<file path="src/rtl/cbts_pkg.sv">
// ----------------------------------------------------------------------------
// cbts_pkg - CAN bit timing solver package
// Widths, limits and shared types for the bit timing solver and its divider.
// ----------------------------------------------------------------------------
package cbts_pkg;

  localparam int unsigned CLK_W   = 30;
  localparam int unsigned RATE_W  = 22;
  localparam int unsigned DIV_W   = 30;
  localparam int unsigned PERM_W  = 15;
  localparam int unsigned CNT_W   = 5;
  localparam int unsigned SUM_W   = 5;
  localparam int unsigned ADDR_W  = 3;
  localparam int unsigned DATA_W  = 32;

  localparam int unsigned PRE_OUT_W  = 11;
  localparam int unsigned SJW_OUT_W  = 4;
  localparam int unsigned SEG1_OUT_W = 5;
  localparam int unsigned SEG2_OUT_W = 4;
  localparam int unsigned PERM_OUT_W = 10;

  localparam int unsigned CLOCK_RESET   = 80000000;
  localparam int unsigned FAST_RATE     = 1000000;
  localparam int unsigned FAST_QUANTA   = 10;
  localparam int unsigned SLOW_QUANTA   = 17;
  localparam int unsigned SAMPLE_LIMIT  = 900;
  localparam int unsigned PERMILLE      = 1000;
  localparam int unsigned JUMP_WIDTH    = 8;
  localparam int unsigned MIN_SUM       = 2;
  localparam int unsigned MAX_PRESCALER = 1024;
  localparam int unsigned MAX_SEG_ONE   = 16;
  localparam int unsigned MAX_SEG_TWO   = 8;

  // divider status seen by the sequencer
  typedef struct packed {
    logic busy;
    logic done;
  } div_stat_t;

endpackage

</file>
<file path="src/rtl/cbts_serdiv.sv">
// ----------------------------------------------------------------------------
// cbts_serdiv - bit-serial restoring divider
// One quotient bit per cycle; full 30-bit operation or a short 15-bit one.
// ----------------------------------------------------------------------------
module cbts_serdiv (
  input  logic                          clk,
  input  logic                          rst_n,
  input  logic                          load,
  input  logic                          short_op,
  input  logic [cbts_pkg::DIV_W-1:0]    dividend,
  input  logic [cbts_pkg::DIV_W-1:0]    divisor,
  output cbts_pkg::div_stat_t           stat,
  output logic [cbts_pkg::DIV_W-1:0]    quotient,
  output logic [cbts_pkg::DIV_W-1:0]    remainder
);

  localparam int unsigned W  = cbts_pkg::DIV_W;
  localparam int unsigned SW = cbts_pkg::PERM_W;

  logic [W-1:0]                 dq_r;
  logic [W-1:0]                 rem_r;
  logic [W-1:0]                 dvs_r;
  logic [cbts_pkg::CNT_W-1:0]   cnt_r;
  logic                         busy_r;
  logic                         done_r;

  logic [W:0] trial;
  logic [W:0] diff;
  logic       fits;

  assign trial = {rem_r, dq_r[W-1]};
  assign diff  = trial - {1'b0, dvs_r};
  assign fits  = (trial >= {1'b0, dvs_r});

  always_ff @(posedge clk) begin
    if (!rst_n) begin
      busy_r <= 1'b0;
      done_r <= 1'b0;
    end else begin
      done_r <= 1'b0;
      if (load) begin
        busy_r <= 1'b1;
      end else if (busy_r && (cnt_r == cbts_pkg::CNT_W'(1))) begin
        busy_r <= 1'b0;
        done_r <= 1'b1;
      end
    end
  end

  always_ff @(posedge clk) begin
    if (load) begin
      dq_r  <= short_op ? {dividend[SW-1:0], {(W-SW){1'b0}}} : dividend;
      rem_r <= '0;
      dvs_r <= divisor;
      cnt_r <= short_op ? cbts_pkg::CNT_W'(SW) : cbts_pkg::CNT_W'(W);
    end else if (busy_r) begin
      dq_r  <= {dq_r[W-2:0], fits};
      rem_r <= fits ? diff[W-1:0] : trial[W-1:0];
      cnt_r <= cnt_r - cbts_pkg::CNT_W'(1);
    end
  end

  assign stat.busy = busy_r;
  assign stat.done = done_r;
  assign quotient  = dq_r;
  assign remainder = rem_r;

endmodule

</file>
<file path="src/rtl/can_bit_timing_solver_core.sv">
// ----------------------------------------------------------------------------
// can_bit_timing_solver_core - CAN bit timing solver
// Finds prescaler, segments and sample point for a requested bitrate.
// ----------------------------------------------------------------------------
// A zero bitrate fails at once: out_strobe is registered in the cycle after
// start. Otherwise the single bit-serial divider runs clock/bitrate, modulo
// tries (up to 15), one or two sample point passes and the bitrate check.
// A start is taken only when idle; busy is high until out_strobe.
// The result strobe is high for one cycle only; the receiver cannot stall it.
// Reset is synchronous: control clears and clock_hz returns to 80 MHz.
module can_bit_timing_solver_core (
  input  logic                                 clk,
  input  logic                                 rst_n,
  input  logic                                 start,
  output logic                                 busy,
  input  logic [cbts_pkg::RATE_W-1:0]          in_target_bitrate,
  output logic                                 out_strobe,
  output logic                                 out_valid_res,
  output logic [cbts_pkg::PRE_OUT_W-1:0]       out_prescaler_out,
  output logic [cbts_pkg::SJW_OUT_W-1:0]       out_jump_width,
  output logic [cbts_pkg::SEG1_OUT_W-1:0]      out_seg_one,
  output logic [cbts_pkg::SEG2_OUT_W-1:0]      out_seg_two,
  output logic [cbts_pkg::PERM_OUT_W-1:0]      out_sample_permille,
  input  logic                                 psel,
  input  logic                                 penable,
  input  logic                                 pwrite,
  input  logic [cbts_pkg::ADDR_W-1:0]          paddr,
  input  logic [cbts_pkg::DATA_W-1:0]          pwdata,
  output logic [cbts_pkg::DATA_W-1:0]          prdata,
  output logic                                 pready
);

  localparam int unsigned W  = cbts_pkg::DIV_W;
  localparam int unsigned SW = cbts_pkg::SUM_W;
  localparam int unsigned PW = cbts_pkg::PERM_W;

  typedef enum logic [5:0] {
    ST_IDLE  = 6'b000001,
    ST_QUOT  = 6'b000010,
    ST_MOD   = 6'b000100,
    ST_PERM1 = 6'b001000,
    ST_PERM2 = 6'b010000,
    ST_EXACT = 6'b100000
  } state_t;

  // segment one as seven eighths of the sum, rounded to nearest, and strictly below it
  function automatic logic [SW-1:0] one_near(input logic [SW-1:0] s);
    logic [7:0] s7;
    s7 = {s, 3'b000} - 8'(s);
    return SW'((s7 + 8'd3) >> 3);
  endfunction

  function automatic logic [SW-1:0] one_tz(input logic [SW-1:0] s);
    logic [7:0] s7;
    s7 = {s, 3'b000} - 8'(s);
    return SW'((s7 - 8'd1) >> 3);
  endfunction

  function automatic logic [W-1:0] perm_num(input logic [SW-1:0] one);
    logic [PW-1:0] p;
    p = PW'(one + SW'(1)) * PW'(cbts_pkg::PERMILLE);
    return W'(p);
  endfunction

  state_t                         state_r, state_nxt;
  logic [cbts_pkg::CLK_W-1:0]     clock_hz_r;
  logic [cbts_pkg::RATE_W-1:0]    rate_r, rate_nxt;
  logic [W-1:0]                   quot_r, quot_nxt;
  logic [SW-1:0]                  sum_r, sum_nxt;
  logic [SW-1:0]                  one_r, one_nxt;
  logic [cbts_pkg::PRE_OUT_W-1:0] presc_r, presc_nxt;
  logic [cbts_pkg::PERM_OUT_W-1:0] perm_r, perm_nxt;

  logic                           strobe_r;
  logic                           res_ok_r;
  logic [cbts_pkg::PRE_OUT_W-1:0] res_pre_r;
  logic [cbts_pkg::SJW_OUT_W-1:0] res_sjw_r;
  logic [cbts_pkg::SEG1_OUT_W-1:0] res_seg1_r;
  logic [cbts_pkg::SEG2_OUT_W-1:0] res_seg2_r;
  logic [cbts_pkg::PERM_OUT_W-1:0] res_perm_r;

  logic                           div_load;
  logic                           div_short;
  logic [W-1:0]                   div_dvd;
  logic [W-1:0]                   div_dvs;
  cbts_pkg::div_stat_t            div_stat;
  logic [W-1:0]                   div_q;
  logic [W-1:0]                   div_rem;

  logic                           fin;
  logic                           fin_ok;
  logic [SW-1:0]                  two;
  logic                           cfg_wr;

  cbts_serdiv u_div (
    .clk       (clk),
    .rst_n     (rst_n),
    .load      (div_load),
    .short_op  (div_short),
    .dividend  (div_dvd),
    .divisor   (div_dvs),
    .stat      (div_stat),
    .quotient  (div_q),
    .remainder (div_rem)
  );

  // configuration port
  assign pready = 1'b1;
  assign cfg_wr = psel && penable && pwrite && pready && !paddr[2];
  assign prdata = paddr[2] ? '0 : cbts_pkg::DATA_W'(clock_hz_r);

  always_ff @(posedge clk) begin
    if (!rst_n) begin
      clock_hz_r <= cbts_pkg::CLK_W'(cbts_pkg::CLOCK_RESET);
    end else if (cfg_wr) begin
      clock_hz_r <= pwdata[cbts_pkg::CLK_W-1:0];
    end
  end

  assign two = sum_r - one_r;

  always_comb begin
    state_nxt = state_r;
    rate_nxt  = rate_r;
    quot_nxt  = quot_r;
    sum_nxt   = sum_r;
    one_nxt   = one_r;
    presc_nxt = presc_r;
    perm_nxt  = perm_r;
    div_load  = 1'b0;
    div_short = 1'b0;
    div_dvd   = quot_r;
    div_dvs   = W'(sum_r) + W'(1);
    fin       = 1'b0;
    fin_ok    = 1'b0;
    unique case (state_r)
      ST_IDLE: begin
        if (start) begin
          rate_nxt = in_target_bitrate;
          sum_nxt  = (in_target_bitrate >= cbts_pkg::RATE_W'(cbts_pkg::FAST_RATE)) ?
                     SW'(cbts_pkg::FAST_QUANTA - 1) : SW'(cbts_pkg::SLOW_QUANTA - 1);
          if (in_target_bitrate == '0) begin
            fin = 1'b1;
          end else begin
            div_load  = 1'b1;
            div_dvd   = W'(clock_hz_r);
            div_dvs   = W'(in_target_bitrate);
            state_nxt = ST_QUOT;
          end
        end
      end
      ST_QUOT: begin
        if (div_stat.done) begin
          quot_nxt  = div_q;
          div_load  = 1'b1;
          div_dvd   = div_q;
          state_nxt = ST_MOD;
        end
      end
      ST_MOD: begin
        if (div_stat.done) begin
          if (div_rem != '0) begin
            if (sum_r <= SW'(cbts_pkg::MIN_SUM)) begin
              fin       = 1'b1;
              state_nxt = ST_IDLE;
            end else begin
              sum_nxt  = sum_r - SW'(1);
              div_load = 1'b1;
              div_dvs  = W'(sum_r);
            end
          end else if (div_q == '0 || div_q > W'(cbts_pkg::MAX_PRESCALER)) begin
            fin       = 1'b1;
            state_nxt = ST_IDLE;
          end else begin
            presc_nxt = div_q[cbts_pkg::PRE_OUT_W-1:0];
            one_nxt   = one_near(sum_r);
            div_load  = 1'b1;
            div_short = 1'b1;
            div_dvd   = perm_num(one_near(sum_r));
            state_nxt = ST_PERM1;
          end
        end
      end
      ST_PERM1: begin
        if (div_stat.done) begin
          div_load = 1'b1;
          if (div_q > W'(cbts_pkg::SAMPLE_LIMIT)) begin
            one_nxt   = one_tz(sum_r);
            div_short = 1'b1;
            div_dvd   = perm_num(one_tz(sum_r));
            state_nxt = ST_PERM2;
          end else begin
            perm_nxt  = div_q[cbts_pkg::PERM_OUT_W-1:0];
            div_dvd   = W'(clock_hz_r);
            div_dvs   = quot_r;
            state_nxt = ST_EXACT;
          end
        end
      end
      ST_PERM2: begin
        if (div_stat.done) begin
          perm_nxt  = div_q[cbts_pkg::PERM_OUT_W-1:0];
          div_load  = 1'b1;
          div_dvd   = W'(clock_hz_r);
          div_dvs   = quot_r;
          state_nxt = ST_EXACT;
        end
      end
      ST_EXACT: begin
        if (div_stat.done) begin
          fin       = 1'b1;
          fin_ok    = (div_q == W'(rate_r)) &&
                      (one_r != '0) && (one_r <= SW'(cbts_pkg::MAX_SEG_ONE)) &&
                      (two != '0) && (two <= SW'(cbts_pkg::MAX_SEG_TWO));
          state_nxt = ST_IDLE;
        end
      end
      default: begin
        state_nxt = ST_IDLE;
      end
    endcase
  end

  always_ff @(posedge clk) begin
    if (!rst_n) begin
      state_r  <= ST_IDLE;
      strobe_r <= 1'b0;
    end else begin
      state_r  <= state_nxt;
      strobe_r <= fin;
    end
  end

  always_ff @(posedge clk) begin
    rate_r  <= rate_nxt;
    quot_r  <= quot_nxt;
    sum_r   <= sum_nxt;
    one_r   <= one_nxt;
    presc_r <= presc_nxt;
    perm_r  <= perm_nxt;
    if (fin) begin
      res_ok_r   <= fin_ok;
      res_pre_r  <= fin_ok ? presc_r : '0;
      res_sjw_r  <= fin_ok ? cbts_pkg::SJW_OUT_W'(cbts_pkg::JUMP_WIDTH) : '0;
      res_seg1_r <= fin_ok ? one_r : '0;
      res_seg2_r <= fin_ok ? two[cbts_pkg::SEG2_OUT_W-1:0] : '0;
      res_perm_r <= fin_ok ? perm_r : '0;
    end
  end

  assign busy                = (state_r != ST_IDLE);
  assign out_strobe          = strobe_r;
  assign out_valid_res       = res_ok_r;
  assign out_prescaler_out   = res_pre_r;
  assign out_jump_width      = res_sjw_r;
  assign out_seg_one         = res_seg1_r;
  assign out_seg_two         = res_seg2_r;
  assign out_sample_permille = res_perm_r;

  a_strobe_after_busy: assert property (@(posedge clk) disable iff (!rst_n)
    out_strobe |-> ($past(busy) || $past(start)))
    else $error("result strobe without an item in flight");

  a_fail_zero: assert property (@(posedge clk) disable iff (!rst_n)
    (out_strobe && !out_valid_res) |->
      (out_prescaler_out == '0 && out_jump_width == '0 && out_seg_one == '0 &&
       out_seg_two == '0 && out_sample_permille == '0))
    else $error("failed item carries non-zero fields");

  a_ok_limits: assert property (@(posedge clk) disable iff (!rst_n)
    (out_strobe && out_valid_res) |->
      (out_prescaler_out != '0 &&
       out_prescaler_out <= cbts_pkg::PRE_OUT_W'(cbts_pkg::MAX_PRESCALER) &&
       out_jump_width == cbts_pkg::SJW_OUT_W'(cbts_pkg::JUMP_WIDTH) &&
       out_seg_one != '0 && out_seg_two != '0 &&
       out_sample_permille <= cbts_pkg::PERM_OUT_W'(cbts_pkg::SAMPLE_LIMIT)))
    else $error("valid item outside timing limits");

  a_div_idle_load: assert property (@(posedge clk) disable iff (!rst_n)
    div_load |-> !div_stat.busy)
    else $error("divider loaded while busy");

endmodule
</file>
<file path="config.mk">
export PLATFORM = sky130hd
export DESIGN_NAME = can_bit_timing_solver_core
export DESIGN_NICKNAME = d
export VERILOG_FILES = /design/src/rtl/cbts_pkg.sv /design/src/rtl/cbts_serdiv.sv /design/src/rtl/can_bit_timing_solver_core.sv
export SDC_FILE = /design/constraint.sdc
export NUM_CORES = 1
export LEC_CHECK = 0
export ABC_AREA = 1
export BUFFER_PORTS_ARGS = -buffer_cell sky130_fd_sc_hd__buf_2
export CAP_MARGIN = 25
export CORE_UTILIZATION = 28
export DETAILED_ROUTE_END_ITERATION = 16
export PLACE_DENSITY = 0.41
export SYNTH_ARGS = -nofsm -noshare
export SYNTH_HDL_FRONTEND = slang
export SYNTH_SLANG_ARGS = --single-unit
</file>
<file path="constraint.sdc">
create_clock -name clk -period 9.4 [get_ports clk]
set_clock_uncertainty 0.05 [all_clocks]
set_input_delay 0.94 -clock clk [delete_from_list [all_inputs] [get_ports clk]]
set_output_delay 0.94 -clock clk [all_outputs]
set_load 0.1 [all_outputs]
</file>
[After elaboration in Yosys (flattened, before gate mapping)]
Cells that the tools add are included.
Operators by class
  add/sub/neg operators: 10
  multiply operators: 2
  order comparisons: 7
  equality and inequality tests: 23
  multiplexer cells: 81
  bitwise logic cells: 3
  reductions and logical operators: 28
Operators with widths (count)
  $mux W30: 17
  $pmux W30 S5: 1
  $pmux W30 S4: 1
  $mux W6: 13
  $mux W5: 13
  $mux W22: 2
  $pmux W6 S6: 1
  $ge A31 B30 Y1: 1
  $eq A30 B22 Y1: 1
  $gt A30 B10 Y1 const B: 1
  $gt A30 B11 Y1 const B: 1
  $logic_not A30 Y1: 1
  $mux W10: 3
  $reduce_bool A30 Y1: 1
  $sub A30 B30 Y30: 1
  $mul A6 B7 Y12 const B: 2
  $ge A22 B20 Y1 const B: 1
  $logic_not A22 Y1: 1
  $mux W1: 22
  $pmux W10 S2: 1
  $pmux W5 S2: 2
  $add A5 B1 Y6 const B: 3
  $ne A2 B2 Y1 const B: 8
  $ne A2 B1 Y1 const B: 5
  other kinds (33): 51
Storage, ports and cells
  bits in registers: 252
  output and inout bits: 70

[Logic depth before layout (Yosys ltp)]
  depth after elaboration: 10
  gate-level depth with buffers: 38

[Modules after synthesis]
Synthesis repeated with hierarchy kept, for this count alone.
Unflattened totals
  cells, all modules: 2315
  area total of the unflattened synthesis: 17354.1 um^2
By module, submodules not included
  can_bit_timing_solver_core: instances 1, cells an instance 1419, area each 11024.3 um^2, sequential area each 4164.0 um^2
  cbts_serdiv: instances 1, cells an instance 896, area each 6329.8 um^2, sequential area each 2592.5 um^2

[Worst setup path before layout]
No wires, ideal clock.
  path kind: register to register
  start: register sum_r[3]
  end: register u_div.dq_r[28], in the netlist u_div.quotient[28] (data pin)
  library setup time: 0.257 ns
  arrival: 5.700 ns
  setup slack: 3.393 ns
  stages on the path, launching flop included: 33
  period minus slack after synthesis: 6.007 ns
  cells stage by stage: edfxtp_1 -> clkbuf_1 -> inv_1 -> ha_1 -> buf_2 -> nand3_1 -> nand2_1 -> nand3_1 -> nand2_1 -> nand2_1 -> inv_1 -> ha_1 -> a21boi_1 -> nand3_1 -> xor2_1 -> inv_1 -> fa_1 -> fa_1 -> fa_1 -> inv_1 -> ha_1 -> inv_1 -> o21ai_0 -> nand2_1 -> nand2_1 -> a21oi_1 -> or2_2 -> nand3_1 -> nand4_1 -> nand2_1 -> nand3_1 -> nand2_1 -> a21oi_1
Between the ends
  longest elaborated chain between the ends: 10
  elaborated cells between the ends (all ways): 20
  classes of those cells: add/sub: 5; mul: 2; order compare: 1; mux: 12
RTL lines
  from (decl): RTL line can_bit_timing_solver_core.sv:69  | logic [SW-1:0] sum_r, sum_nxt;
  from (signal assigned): RTL line can_bit_timing_solver_core.sv:237  | sum_r <= sum_nxt;
  $sub A8 B5 Y8: RTL line can_bit_timing_solver_core.sv:49, can_bit_timing_solver_core.sv:55
  $add A8 B2 Y8: RTL line can_bit_timing_solver_core.sv:50  | return SW'((s7 + 8'd3) >> 3);
  $add A5 B1 Y6: RTL line can_bit_timing_solver_core.sv:61  | p = PW'(one + SW'(1)) * PW'(cbts_pkg::PERMILLE);
  $mul A6 B7 Y12: RTL line can_bit_timing_solver_core.sv:61
  $mux W30: RTL line can_bit_timing_solver_core.sv:171  | end else if (div_q == '0 || div_q > W'(cbts_pkg::MAX_PRESCALER)) begin
  $mux W30: RTL line can_bit_timing_solver_core.sv:162  | if (div_rem != '0) begin
  $mux W30: RTL line can_bit_timing_solver_core.sv:161  | if (div_stat.done) begin
  $pmux W30 S5: RTL line can_bit_timing_solver_core.sv:136  | unique case (state_r)
  $mux W30: RTL line cbts_serdiv.sv:52  | dq_r <= short_op ? {dividend[SW-1:0], {(W-SW){1'b0}}} : dividend;
  $mux W30 *: RTL line cbts_serdiv.sv:51  | if (load) begin
  to (signal assigned): RTL line cbts_serdiv.sv:52
  to (signal assigned): RTL line cbts_serdiv.sv:57  | dq_r <= {dq_r[W-2:0], fits};
  to (decl): RTL line cbts_serdiv.sv:20  | logic [W-1:0] dq_r;
Mark *: on every way between the ends. The rest lies on a longest branch, timed or not.
A chain may end at the register's enable or synchronous reset.

[Final worst setup path]
  start: register sum_r[3]
  end: register u_div.dq_r[29], in the netlist u_div.quotient[29] (data pin)
The elaborated chain is that of the path after synthesis.

==> results.cfg <==
[setup_path]
crit_arrival_ns = 7.34
crit_top_cell = nand2_1
slowest_stage = fa_1
worstSetupEndpointType = flip-flop
crit_path_start_kind = flip-flop
path_max_fanout = 10
cp.required_ns = 9.68
critical_path_class = flip-flop to flip-flop
crit_family = adder cells
critPathBufInv = 5
critPathMaxStageDelay_ns = 0.68

[synth]
synthFlopType = edfxtp_1
syn_area_per_cell_um2 = 7.966
syn_inst = 2074
synth-async-reset-ratio_pct = 0
yosysUniqueCellTypes = 64
synth_edf_count = 179
syn_area_um2 = 16520
synth.area.top_cells = edfxtp_1 33%, nand2_1 9.6%, dfxtp_1 8.4%
synth_area_leader_cell = edfxtp_1
ys_ff_latch = 248
yosys_warnings = 0
synth_top_area_share_pct = 32.53
ys_seq_area_share_pct = 40.89

[timing]
finalSetupTns_ns = 0
setup_viol = 0
drv_slew = 0
layout_worst_path_cycle_share_pct = 75.13
maxSlewHeadroom_pct = 33.42
max_slew.worst_pin.slew_ns = 0.9920
period_minus_slack_ns = 7.062
finalHoldViolCount = 0
whs_ns = 0.4405
max_freq_mhz = 141.6
finalWorstSetupSlack_ns = 2.338
rsz0062_at_grt = no

[cts]
cts_tree = done
postCtsSetupRepairBufs = 0
cts_resized = 0
cts_buffers = 31
cts_max_level = 1
path_clk_slew_ns = 0.06
worstSkewPairLatency_ns = 0.61
cts_root_buf = clkbuf_16
clk_path_buf_depth = 3
cts.sinks = 248
hold_buffers = 0

[floorplanning]
die_y_um = 244.9
start_util_pct = 28.47
die_x_um = 244.9
fp-row-count = 88
ios = 133
dieArea_um2 = 59980
fp.coreArea_um2 = 58030

[global_route]
grt_pass1_vias = 13930
grt_pass1_wl_um = 85440
grt_use_total_pct = 18.82
grt-ovfl-total = 0
grt_max_degree = 56
antenna_found_initial = 1

[placed_design]
dpl.hpwl_um = 44050
io_buffers = 122
gp_congestion = 0.8801
place_ws_ns = 2.305

[finish]
most-common-layout-cells = 422 x nand2_1, 311 x inv_1, 228 x nor2_1, 179 x edfxtp_1, 139 x a21oi_1
fin_nets = 2355
area_growth_pct = 14.03
final_common_cell = nand2_1
drive_gt1_share_pct = 10.65

[status]
status = completed

[detailed_routing]
wl_um = 57240
via_per_inst = 4.876
vias = 14490
wl_per_cell_um = 19.26
ant_nets = 0
route.detailed.drc = 0
drtIter0Drc = 1121
drt_first_pass_iters = 6

[job]
drv_cap = 0

[min_path]
holdCritPathClass = flip-flop to flip-flop
==> final timing paths <==
path                             from                   to  slack (ns)  depth (start not counted)
setup / recovery             sum_r[3]   u_div.quotient[29]        2.34                         32
hold / removal    u_div.remainder[24]  u_div.remainder[24]        0.44                          2
setup reg to reg             sum_r[3]   u_div.quotient[29]        2.34                         32
hold reg to reg   u_div.remainder[24]  u_div.remainder[24]        0.44                          2
==> area by class of cell <==
class	instances	area (um^2)
clock buffers	45	828.3
well taps	765	957.2
diodes	1	2.502
multi-input cells	1440	8209
inverters	323	1216
clock inverters	13	106.4
fillers	6226	39190
flip-flops and latches	248	6758
repair buffers	137	763.2
==> kinds of logic after synthesis <==
group	Yosys count	share of synthesized area, %
other	2	0.04545
and+or+nand+nor	866	22.64
DFF	248	40.89
buffers and inverters	390	9.527
xor gates and xnor gates	57	3.022
adders and majority gates	111	9.587
AOI/OAI and AO/OA	400	14.28
==> synthesized netlist by cell type, types with 27 or more instances <==
cell type  count
o21ai_0      120
xor2_1        43
nand2_1      422
edfxtp_1     179
a21oi_1      139
nand4_1       27
clkbuf_1      32
inv_1        312
nor2_1       229
ha_1          85
dfxtp_1       69
nand3_1      108
==> flip-flops by register name, summed over array words and instances (netlist names), 4 cells and up <==
| register | count |
|---|---|
| perm_r | 10 |
| state_r | 6 |
| out_seg_two | 4 |
| one_r | 5 |
| u_div.remainder | 30 |
| u_div.dvs_r | 30 |
| out_prescaler_out | 11 |
| u_div.cnt_r | 5 |
| out_sample_permille | 10 |
| presc_r | 11 |
| quot_r | 30 |
| rate_r | 22 |
| out_seg_one | 5 |
| sum_r | 5 |
| u_div.quotient | 30 |
| clock_hz_r | 30 |
==> worst reg2reg max path, delay by kind of cell (launching register included) <==
| kind | cells | cell delay [ns] |
|---|---|---|
| adder cells (fa/ha/maj) | 6 | 2.84 |
| AND/OR/NAND/NOR | 17 | 1.85 |
| buffers and inverters | 5 | 0.63 |
| AO/OA/AOI/OAI | 3 | 0.57 |
| flip-flops | 1 | 0.56 |
| XOR/XNOR | 1 | 0.31 |
==> stage by stage <==
step	instance area, um^2	std cells	util (%)
floorplan	16540	2078	-
global placement	17850	2911	30.76
detailed placement	17880	2912	30.81
CTS	18810	2970	32.42
global route	18840	2971	32.47
finish	18840	2972	32.47
==> per-layer routing <==
metal | part of all wire (%) | up-vias | GRT usage [%]
met5 | 0 | - | 0
met4 | 2.5 | 0 | 5.276
met3 | 6.0 | 78 | 2.351
met2 | 45 | 455 | 30.13
met1 | 46 | 6848 | 26.48
li1 | - | 7111 | -
Power is left out: the tool's default activity adds up to more than one toggle a clock period on the data nets, which glitch-free logic cannot reach.
